### config.mk
export PLATFORM = sky130hd
export DESIGN_NAME = set_assoc_cache_tag_policy_core
export DESIGN_NICKNAME = d
export VERILOG_FILES = /design/src/hw/rtl/sactp_pkg.sv /design/src/hw/rtl/sactp_ctrl.sv /design/src/hw/rtl/sactp_dp.sv /design/src/hw/rtl/set_assoc_cache_tag_policy_core.sv
export SDC_FILE = /design/constraint.sdc
export NUM_CORES = 2
export LEC_CHECK = 0
export ABC_AREA = 1
export CAP_MARGIN = 10
export CORE_ASPECT_RATIO = 1.5
export CORE_UTILIZATION = 60
export DETAILED_ROUTE_END_ITERATION = 10
export DONT_BUFFER_PORTS = 1
export PLACE_DENSITY_LB_ADDON = 0.05
export SLEW_MARGIN = 25
export SYNTH_ARGS = -nofsm -noshare
export SYNTH_HDL_FRONTEND = slang
export SYNTH_SLANG_ARGS = --single-unit
### constraint.sdc
create_clock -name clk -period 6.7 [get_ports clk]
set_clock_uncertainty 0.05 [all_clocks]
set_input_delay 1.675 -clock clk [delete_from_list [all_inputs] [get_ports clk]]
set_output_delay 1.675 -clock clk [all_outputs]
set_load 0.1 [all_outputs]
### src/hw/rtl/sactp_pkg.sv
// Shared types and constants of the cache tag and policy controller.
// No dependencies.
package sactp_pkg;
    localparam int WAYS_DEF = 4;
    localparam int SETS_DEF = 4;
    localparam int TAG_W = 24;
    localparam int CNT_W = 16;
    localparam int STAMP_W = 32;
    localparam int ADDR_W = 32;
    localparam int SET_W = 2;
    localparam int OFS_W = 6;
    localparam logic [CNT_W-1:0] CNT_MAX = 16'hffff;
    localparam logic [1:0] LEVEL_MAX = 2'b11;

    localparam logic [2:0] POL_FIFO = 3'd0;
    localparam logic [2:0] POL_RANDOM = 3'd1;
    localparam logic [2:0] POL_LRU = 3'd2;
    localparam logic [2:0] POL_LFU = 3'd3;
    localparam logic [2:0] POL_SC = 3'd4;
    localparam logic [2:0] POL_ESC = 3'd5;

    localparam logic [0:0] REG_POLICY = 1'b0;
    localparam logic [0:0] REG_WRITE_BACK = 1'b1;

    // Controller to datapath commands
    typedef struct packed {
        logic load;     // capture the input item, start lookup
        logic scan;     // compare one way (lookup, victim scan or walk)
        logic commit;   // update the chosen line, build the result
    } sactp_cmd_t;

    // Datapath to controller status
    typedef struct packed {
        logic last_way;   // scan index is at the final way
        logic hit;        // tag matched
        logic empty;      // an invalid way exists
        logic walk_stop;  // pointer entry has no remaining chance
    } sactp_sts_t;
endpackage

### src/hw/rtl/sactp_ctrl.sv
// Controller state machine of the cache tag and policy controller.
// Depends on sactp_pkg.
module sactp_ctrl (
    input  logic                 clk,
    input  logic                 rst_n,
    input  logic                 in_valid,
    output logic                 in_ready,
    output logic                 out_valid,
    input  logic                 out_ready,
    input  logic [2:0]           policy,
    output sactp_pkg::sactp_cmd_t cmd,
    output logic                 walk_phase,
    output logic                 victim_phase,
    input  sactp_pkg::sactp_sts_t sts
);
    typedef enum logic [2:0] {ST_IDLE, ST_LOOK, ST_VICT, ST_WALK, ST_DONE} state_t;
    state_t state_reg, state_next;
    logic out_valid_reg, out_valid_next;
    logic is_walk;

    assign is_walk = (policy == sactp_pkg::POL_SC) || (policy == sactp_pkg::POL_ESC);
    assign in_ready = (state_reg == ST_IDLE) && !out_valid_reg;
    assign out_valid = out_valid_reg;
    assign walk_phase = (state_reg == ST_WALK);
    assign victim_phase = (state_reg == ST_VICT);

    // Sequence lookup, victim choice and commit
    always_comb
    begin
        state_next = state_reg;
        out_valid_next = out_valid_reg && !out_ready;
        cmd = '0;
        unique case (state_reg)
            ST_IDLE:
            begin
                if (in_valid && in_ready)
                begin
                    cmd.load = 1'b1;
                    state_next = ST_LOOK;
                end
            end
            ST_LOOK:
            begin
                cmd.scan = 1'b1;
                if (sts.hit)
                    state_next = ST_DONE;
                else if (sts.last_way)
                begin
                    if (sts.empty)
                        state_next = ST_DONE;
                    else if (is_walk)
                        state_next = ST_WALK;
                    else
                        state_next = ST_VICT;
                end
            end
            ST_VICT:
            begin
                cmd.scan = 1'b1;
                if (sts.last_way)
                    state_next = ST_DONE;
            end
            ST_WALK:
            begin
                cmd.scan = 1'b1;
                if (sts.walk_stop)
                    state_next = ST_DONE;
            end
            ST_DONE:
            begin
                cmd.commit = 1'b1;
                out_valid_next = 1'b1;
                state_next = ST_IDLE;
            end
            default: state_next = ST_IDLE;
        endcase
    end

    // Hold state and output valid
    always_ff @(posedge clk or negedge rst_n)
    begin
        if (!rst_n)
        begin
            state_reg <= ST_IDLE;
            out_valid_reg <= 1'b0;
        end
        else
        begin
            state_reg <= state_next;
            out_valid_reg <= out_valid_next;
        end
    end
endmodule

### src/hw/rtl/sactp_dp.sv
// Datapath of the cache tag and policy controller: line state, scans, result.
// Depends on sactp_pkg.
module sactp_dp #(
    parameter int WAYS = sactp_pkg::WAYS_DEF,
    parameter int SETS = sactp_pkg::SETS_DEF
) (
    input  logic                          clk,
    input  logic                          rst_n,
    input  sactp_pkg::sactp_cmd_t         cmd,
    input  logic                          walk_phase,
    input  logic                          victim_phase,
    output sactp_pkg::sactp_sts_t         sts,
    input  logic [2:0]                    policy,
    input  logic                          write_back,
    input  logic [66:0]                   in_data,
    output logic [39:0]                   out_data
);
    localparam int WW = (WAYS > 1) ? $clog2(WAYS) : 1;
    localparam int LINES = SETS * WAYS;
    localparam int LW = $clog2(LINES);

    logic [LINES-1:0] valid_reg, dirty_reg, chance_reg;
    logic [1:0] level_reg [LINES];
    logic [WW-1:0] ptr_reg [SETS];
    logic [sactp_pkg::TAG_W-1:0] tag_reg [LINES];
    logic [sactp_pkg::CNT_W-1:0] cnt_reg [LINES];
    logic [sactp_pkg::STAMP_W-1:0] use_reg [LINES];

    logic wr_reg;
    logic [sactp_pkg::TAG_W-1:0] atag_reg;
    logic [sactp_pkg::SET_W-1:0] set_reg;
    logic [sactp_pkg::STAMP_W-1:0] stamp_reg;
    logic [1:0] rnd_reg;
    logic [WW-1:0] idx_reg, way_reg, best_reg;
    logic hit_reg, empty_reg;
    logic [sactp_pkg::STAMP_W-1:0] best_val_reg;
    logic [39:0] out_reg;

    logic [LW-1:0] line_idx, ptr_line, way_line, best_line;
    logic [sactp_pkg::STAMP_W-1:0] cur_val;
    logic [WW-1:0] ptr_cur, ptr_inc, rnd_way;
    logic [4:0] rnd_ext;
    logic stop_now, is_lru;

    logic [WW-1:0] fin_way;
    logic [LW-1:0] fin_line;
    logic fin_fifo, wb_now;

    assign line_idx = LW'(set_reg) * LW'(WAYS) + LW'(idx_reg);
    assign ptr_cur = ptr_reg[set_reg];
    assign ptr_inc = (ptr_cur == WW'(WAYS - 1)) ? '0 : ptr_cur + 1'b1;
    assign ptr_line = LW'(set_reg) * LW'(WAYS) + LW'(ptr_cur);
    assign way_line = LW'(set_reg) * LW'(WAYS) + LW'(way_reg);
    assign best_line = LW'(set_reg) * LW'(WAYS) + LW'(best_reg);
    // Random way modulo WAYS: one compare and subtract covers a 2-bit choice
    assign rnd_ext = {3'd0, rnd_reg};
    assign rnd_way = WW'((rnd_ext < 5'(WAYS)) ? rnd_ext : rnd_ext - 5'(WAYS));
    assign is_lru = (policy == sactp_pkg::POL_LRU);
    assign cur_val = is_lru ? use_reg[line_idx]
                            : {{(sactp_pkg::STAMP_W-sactp_pkg::CNT_W){1'b0}}, cnt_reg[line_idx]};
    assign stop_now = (policy == sactp_pkg::POL_SC) ? !chance_reg[ptr_line]
                                                     : (level_reg[ptr_line] == 2'd0);

    assign sts.last_way = (idx_reg == WW'(WAYS - 1));
    assign sts.hit = !walk_phase && !victim_phase && valid_reg[line_idx]
                     && (tag_reg[line_idx] == atag_reg);
    assign sts.empty = empty_reg || !valid_reg[line_idx];
    assign sts.walk_stop = stop_now;
    assign out_data = out_reg;

    // Capture, scan and select the way
    always_ff @(posedge clk)
    begin
        if (cmd.load)
        begin
            wr_reg <= in_data[0];
            set_reg <= in_data[8:7];
            atag_reg <= in_data[32:9];
            stamp_reg <= in_data[64:33];
            rnd_reg <= in_data[66:65];
            idx_reg <= '0;
            hit_reg <= 1'b0;
            empty_reg <= 1'b0;
            way_reg <= '0;
        end
        else if (cmd.scan && walk_phase)
        begin
            way_reg <= ptr_cur;
        end
        else if (cmd.scan && victim_phase)
        begin
            idx_reg <= sts.last_way ? idx_reg : idx_reg + 1'b1;
            if (idx_reg == '0 || cur_val < best_val_reg)
            begin
                best_reg <= idx_reg;
                best_val_reg <= cur_val;
            end
        end
        else if (cmd.scan)
        begin
            if (sts.hit)
            begin
                hit_reg <= 1'b1;
                way_reg <= idx_reg;
            end
            else
            begin
                if (!valid_reg[line_idx] && !empty_reg)
                begin
                    empty_reg <= 1'b1;
                    way_reg <= idx_reg;
                end
                idx_reg <= sts.last_way ? '0 : idx_reg + 1'b1;
            end
        end
    end

    // Update line state and advance pointers
    always_ff @(posedge clk or negedge rst_n)
    begin
        if (!rst_n)
        begin
            valid_reg <= '0;
            dirty_reg <= '0;
            chance_reg <= '0;
            for (int i = 0; i < LINES; i++)
                level_reg[i] <= 2'd0;
            for (int s = 0; s < SETS; s++)
                ptr_reg[s] <= '0;
        end
        else if (cmd.scan && walk_phase)
        begin
            ptr_reg[set_reg] <= ptr_inc;
            if (policy == sactp_pkg::POL_SC)
                chance_reg[ptr_line] <= stop_now;
            else if (stop_now)
                level_reg[ptr_line] <= sactp_pkg::LEVEL_MAX;
            else
                level_reg[ptr_line] <= level_reg[ptr_line] - 2'd1;
        end
        else if (cmd.commit && !hit_reg)
        begin
            valid_reg[fin_line] <= 1'b1;
            if (write_back)
                dirty_reg[fin_line] <= wr_reg;
            if (!empty_reg && fin_fifo)
                ptr_reg[set_reg] <= ptr_inc;
        end
        else if (cmd.commit && wr_reg && write_back)
            dirty_reg[way_line] <= 1'b1;
    end

    // Final way: the hit or empty way, else the policy's victim for a miss with full set
    always_comb
    begin
        fin_fifo = 1'b0;
        fin_way = way_reg;
        if (!hit_reg && !empty_reg)
        begin
            case (policy)
                sactp_pkg::POL_RANDOM: fin_way = rnd_way;
                sactp_pkg::POL_LRU, sactp_pkg::POL_LFU: fin_way = best_reg;
                sactp_pkg::POL_SC, sactp_pkg::POL_ESC: fin_way = way_reg;
                default:
                begin
                    fin_way = ptr_cur;
                    fin_fifo = 1'b1;
                end
            endcase
        end
        fin_line = LW'(set_reg) * LW'(WAYS) + LW'(fin_way);
        wb_now = !hit_reg && !empty_reg && write_back && dirty_reg[fin_line];
    end

    // Write tag, counters and result
    always_ff @(posedge clk)
    begin
        if (cmd.commit)
        begin
            if (hit_reg)
            begin
                if (cnt_reg[way_line] != sactp_pkg::CNT_MAX)
                    cnt_reg[way_line] <= cnt_reg[way_line] + 1'b1;
                use_reg[way_line] <= stamp_reg;
            end
            else
            begin
                tag_reg[fin_line] <= atag_reg;
                cnt_reg[fin_line] <= '0;
                use_reg[fin_line] <= stamp_reg;
            end
            out_reg[0] <= hit_reg;
            out_reg[2:1] <= 2'(fin_way);
            out_reg[3] <= !hit_reg;
            out_reg[4] <= wb_now;
            out_reg[36:5] <= wb_now ? {tag_reg[fin_line], set_reg, 6'd0} : 32'd0;
            out_reg[37] <= wr_reg && !write_back;
            out_reg[39:38] <= 2'd0;
        end
    end
endmodule

### src/hw/rtl/set_assoc_cache_tag_policy_core.sv
// Top level of the cache tag and replacement policy controller.
// Depends on sactp_pkg, sactp_ctrl and sactp_dp.
//
// Usage:
//   s_axis carries one access per transaction: action, address, time_stamp,
//   random_way. m_axis returns one result per access: hit, way, fill_line,
//   write_back_line, victim_address, write_through.
//   cfg writes policy (index 0) or write_back (index 1); write only when idle.
// Timing:
//   One access at a time. Lookup compares one way per cycle and stops at a
//   hit. A full-set miss adds a victim scan over all ways for fifo, random,
//   lru and lfu, or a pointer walk for second chance and enhanced second
//   chance. Then the commit state updates the line, and the result sits in
//   the output register.
// Reset: all lines invalid, dirty and chance bits and pointers cleared,
//   policy fifo, write-back mode.
// Stall: the result holds in its register until taken; the next access is
//   accepted in the cycle after that at the earliest.
module set_assoc_cache_tag_policy_core #(
    parameter int WAYS = sactp_pkg::WAYS_DEF,
    parameter int SETS = sactp_pkg::SETS_DEF
) (
    input  logic        clk,
    input  logic        rst_n,
    input  logic        s_axis_tvalid,
    output logic        s_axis_tready,
    // action[0], address[32:1], time_stamp[64:33], random_way[66:65], zero fill
    input  logic [71:0] s_axis_tdata,
    output logic        m_axis_tvalid,
    input  logic        m_axis_tready,
    // hit[0], way[2:1], fill_line[3], write_back_line[4], victim_address[36:5],
    // write_through[37], zero fill
    output logic [39:0] m_axis_tdata,
    input  logic        cfg_valid,
    output logic        cfg_ready,
    input  logic [0:0]  cfg_index,
    input  logic [2:0]  cfg_data
);
    logic [2:0] policy_reg;
    logic write_back_reg;
    sactp_pkg::sactp_cmd_t cmd;
    sactp_pkg::sactp_sts_t sts;
    logic walk_phase, victim_phase;

    assign cfg_ready = 1'b1;

    // Accept configuration writes
    always_ff @(posedge clk or negedge rst_n)
    begin
        if (!rst_n)
        begin
            policy_reg <= sactp_pkg::POL_FIFO;
            write_back_reg <= 1'b1;
        end
        else if (cfg_valid)
        begin
            unique case (cfg_index)
                sactp_pkg::REG_POLICY: policy_reg <= cfg_data;
                sactp_pkg::REG_WRITE_BACK: write_back_reg <= cfg_data[0];
                default: ;
            endcase
        end
    end

    sactp_ctrl u_ctrl (
        .clk(clk), .rst_n(rst_n),
        .in_valid(s_axis_tvalid), .in_ready(s_axis_tready),
        .out_valid(m_axis_tvalid), .out_ready(m_axis_tready),
        .policy(policy_reg), .cmd(cmd),
        .walk_phase(walk_phase), .victim_phase(victim_phase), .sts(sts)
    );

    sactp_dp #(.WAYS(WAYS), .SETS(SETS)) u_dp (
        .clk(clk), .rst_n(rst_n), .cmd(cmd),
        .walk_phase(walk_phase), .victim_phase(victim_phase), .sts(sts),
        .policy(policy_reg), .write_back(write_back_reg),
        .in_data(s_axis_tdata[66:0]),
        .out_data(m_axis_tdata)
    );
endmodule

==> results.json <==
{
  "die_area_um2": 103000,
  "floorplan.initialDensity_pct": 60.5,
  "cp_cell_sequence": "buf_12 > buf_4 > o21ai_0 > o22ai_1 > a22o_1 > a221oi_1 > o21ai_0 > ha_1 > a21oi_1 > nor2_1 > a211oi_1 > nand2_1 > nand2_1 > nand2_1 > nand2_1 > nand2_1 > a21oi_4 > buf_4",
  "fin_crit_ps": 5270,
  "die_x_um": 263,
  "crit_required_ps": 7040,
  "drtPass1Iterations": 6,
  "track_usage_pct": 32.6,
  "cp-end-kind": "flip-flop",
  "yosys_warnings": 0,
  "largest_register_ffs": 512,
  "numCtsBuffers": 134,
  "fmaxAchievable_ghz": 0.190,
  "async_flop_share_pct": 6.95,
  "layout_setup_ws_ps": 1430,
  "area_delta_synth_final_pct": 9.45,
  "worstSetupPathType": "reg -> reg",
  "wl_mm": 168,
  "setup_viol": 0,
  "drive_gt1_share_pct": 7.22,
  "ys_top_cells_by_area": "edfxtp_1, nand2_1, o21ai_0",
  "vdd_drop_max_v": 0.000416,
  "syn_avg_cell_area_um2": 10.8,
  "path_max_fanout": 187,
  "worst_pin_slew_ps": 1110,
  "synth_top_area_share_pct": 62.8,
  "max_cap_viol_count": 0,
  "seq_area_um2": 40900,
  "cts_resized": 0,
  "die_h_um": 393,
  "vias": 43700,
  "io_pins": 124,
  "cpPeakStageDelay_ps": 640,
  "io_buffer_count": 0,
  "slew-limit-headroom_pct": 25.5,
  "leakage_nw": 24.6,
  "postRouteAntennaNets": 0,
  "fin_tns_setup_ps": 0,
  "via_per_inst": 6.25,
  "crit_top_cell": "nand2_1",
  "fill_cells": 7572,
  "cts_root_buf": "clkbuf_16",
  "rows": 143,
  "fin_nets": 5708,
  "cts_tree": "built",
  "hold_violations": 0,
  "synth-edff-count": 1279,
  "dp_hpwl_mm": 95.4,
  "arrival_ps": 5610,
  "route.detailed.drc": 0,
  "slowest_stage": "buf_4",
  "grt_pass1_vias": 42300,
  "h-tree-depth": 4,
  "core_area_um2": 101000,
  "cts-hold-fix-buffers": 0,
  "ys_ff_latch": 1381,
  "path_delay_family": "buffers and inverters",
  "status": "complete, no violations",
  "cts_sinks": 1381,
  "crit_buf_inv": 3,
  "final_max_slew_viol_count": 0,
  "ys_seq_area_share_pct": 66.9,
  "cts_setup_buffers": 0,
  "multi_input_area_um2": 17400,
  "reg2reg_slack_ps": 1430,
  "holdCritPathClass": "reg -> reg",
  "wl_per_cell_um": 24.0,
  "syn-cell-area_um2": 61200,
  "fin_crit_sh_pct": 78.6,
  "insertion_delay_ps": 780,
  "startpoint_type": "flip-flop",
  "place.gp.congestion": 0.883,
  "yosysTopAreaCell": "edfxtp_1",
  "yosys_most_used_dff": "edfxtp_1",
  "p_per_area_nw_per_um2": 435,
  "first_iter_violations": 4474,
  "syn-instance-count": 5673,
  "antenna_found_initial": 3,
  "rsz0062_at_grt": "false",
  "yosysUniqueCellTypes": 55,
  "clk_pin_slew_ps": 60,
  "dp_slack_ps": 1520,
  "overflow": 0,
  "grt_pass1_wl_mm": 251,
  "grt_start_max_net_pins": 188,
  "cts.path.max_buffers": 3
}
==> cells by family (layout without fill, tap and decap cells) <==
logic type	count (synthesis)	count (layout)	synth area share [%]
DFF	1381	1381	66.9
and+or+nand+nor	1901	1901	12.1
adders and majority gates	39	39	0.798
AOI/OAI and AO/OA	1555	1555	14.7
buffers and inverters	777	786	5.15
xor gates and xnor gates	7	7	0.100
other	2	10	0.0123
muxes	11	11	0.192
==> cell usage after synthesis, types with 7 or more instances <==
cell / n
nor2_1: 635
ha_1: 39
a22oi_1: 127
o211ai_1: 104
a22o_1: 10
o21ai_1: 80
clkbuf_1: 197
buf_1: 23
a211oi_1: 15
nand2_1: 1116
inv_1: 405
dfrtp_1: 95
nand3_1: 74
o21ai_0: 736
or2_2: 7
a31oi_1: 20
nor3_1: 24
buf_4: 18
edfxtp_1: 1279
o2bb2ai_1: 21
inv_2: 11
o22ai_1: 225
a221oi_1: 14
nand4_1: 24
buf_2: 120
a41oi_1: 16
a21oi_1: 165
==> routing by layer <==
| layer | GRT usage [%] | vias up | share of wire, % |
|---|---|---|---|
| met4 | 17.9 | 2 | 5.5 |
| li1 | - | 19900 | - |
| met1 | 37.4 | 21400 | 36 |
| met5 | 0 | - | 0.011 |
| met3 | 4.68 | 502 | 6.6 |
| met2 | 58.6 | 1876 | 52 |
==> final timing paths <==
check	startpoint	to	cells past startpoint
min in group asynchronous	rst_n	policy_reg[0]	0
hold reg to reg	u_dp.valid_reg[5]	u_dp.valid_reg[5]	2
setup reg to reg	u_dp.idx_reg[0]	u_dp.best_val_reg[5]	18
hold / removal	u_dp.valid_reg[5]	u_dp.valid_reg[5]	2
setup / recovery	u_dp.idx_reg[0]	u_dp.best_val_reg[5]	18
max in group asynchronous	rst_n	write_back_reg	0
==> cells in the final DEF (no fill, tap or decap), types with 21 or more instances in the layout <==
cell type | Yosys | final
o21ai_0 | 736 | 736
dfrtp_1 | 95 | 95
o2bb2ai_1 | 21 | 21
a22oi_1 | 127 | 127
clkinv_2 | 0 | 28
nor2_1 | 635 | 610
nor2_4 | 3 | 31
buf_4 | 18 | 118
a21oi_1 | 165 | 160
nand4_1 | 24 | 24
nand2_1 | 1116 | 1116
o22ai_1 | 225 | 225
o211ai_1 | 104 | 104
clkbuf_1 | 197 | 38
edfxtp_1 | 1279 | 1279
clkbuf_16 | 0 | 139
inv_1 | 405 | 394
o21ai_1 | 80 | 80
ha_1 | 39 | 39
nand3_1 | 74 | 73
==> where the power goes <==
part,total (mW),switching [mW],leakage (nW),internal (mW)
registers,11.5,0.786,12.9,10.8
clock network,7.37,3.21,2.07,4.16
logic,10.2,7.43,9.62,2.78
total,29.1,11.4,24.6,17.7
==> worst min-delay path: stages (launching register included) <==
cell and delay, ps:
dfrtp_1 320, inv_1 50, nand2_1 50
==> layout make-up <==
type | instances | share of cell area (%)
tap | 1305 | 2.44
clock buffer | 180 | 5.47
multi-input combinational | 3522 | 26.0
timing repair buffer | 132 | 1.74
antenna | 1 | 0.00374
sequential | 1381 | 61.1
clock inverter | 57 | 0.794
inverter | 417 | 2.38
==> per-stage QoR <==
step / power, mW / utilization [%] / cells / cell area (µm²) / hold WS (ps)
finish: 29.1 / 66.2 / 6995 / 66900 / 402
global route: 30.5 / 66.2 / 6995 / 66900 / 425
CTS: 29.0 / 66.1 / 6990 / 66800 / 403
detailed placement: 21.7 / 62.0 / 6753 / 62600 / 388
global placement: 21.6 / 62.0 / 6753 / 62600 / 385
floorplan: 18.4 / - / 5680 / 61200 / 372
Power figures use the tool's default switching activity.
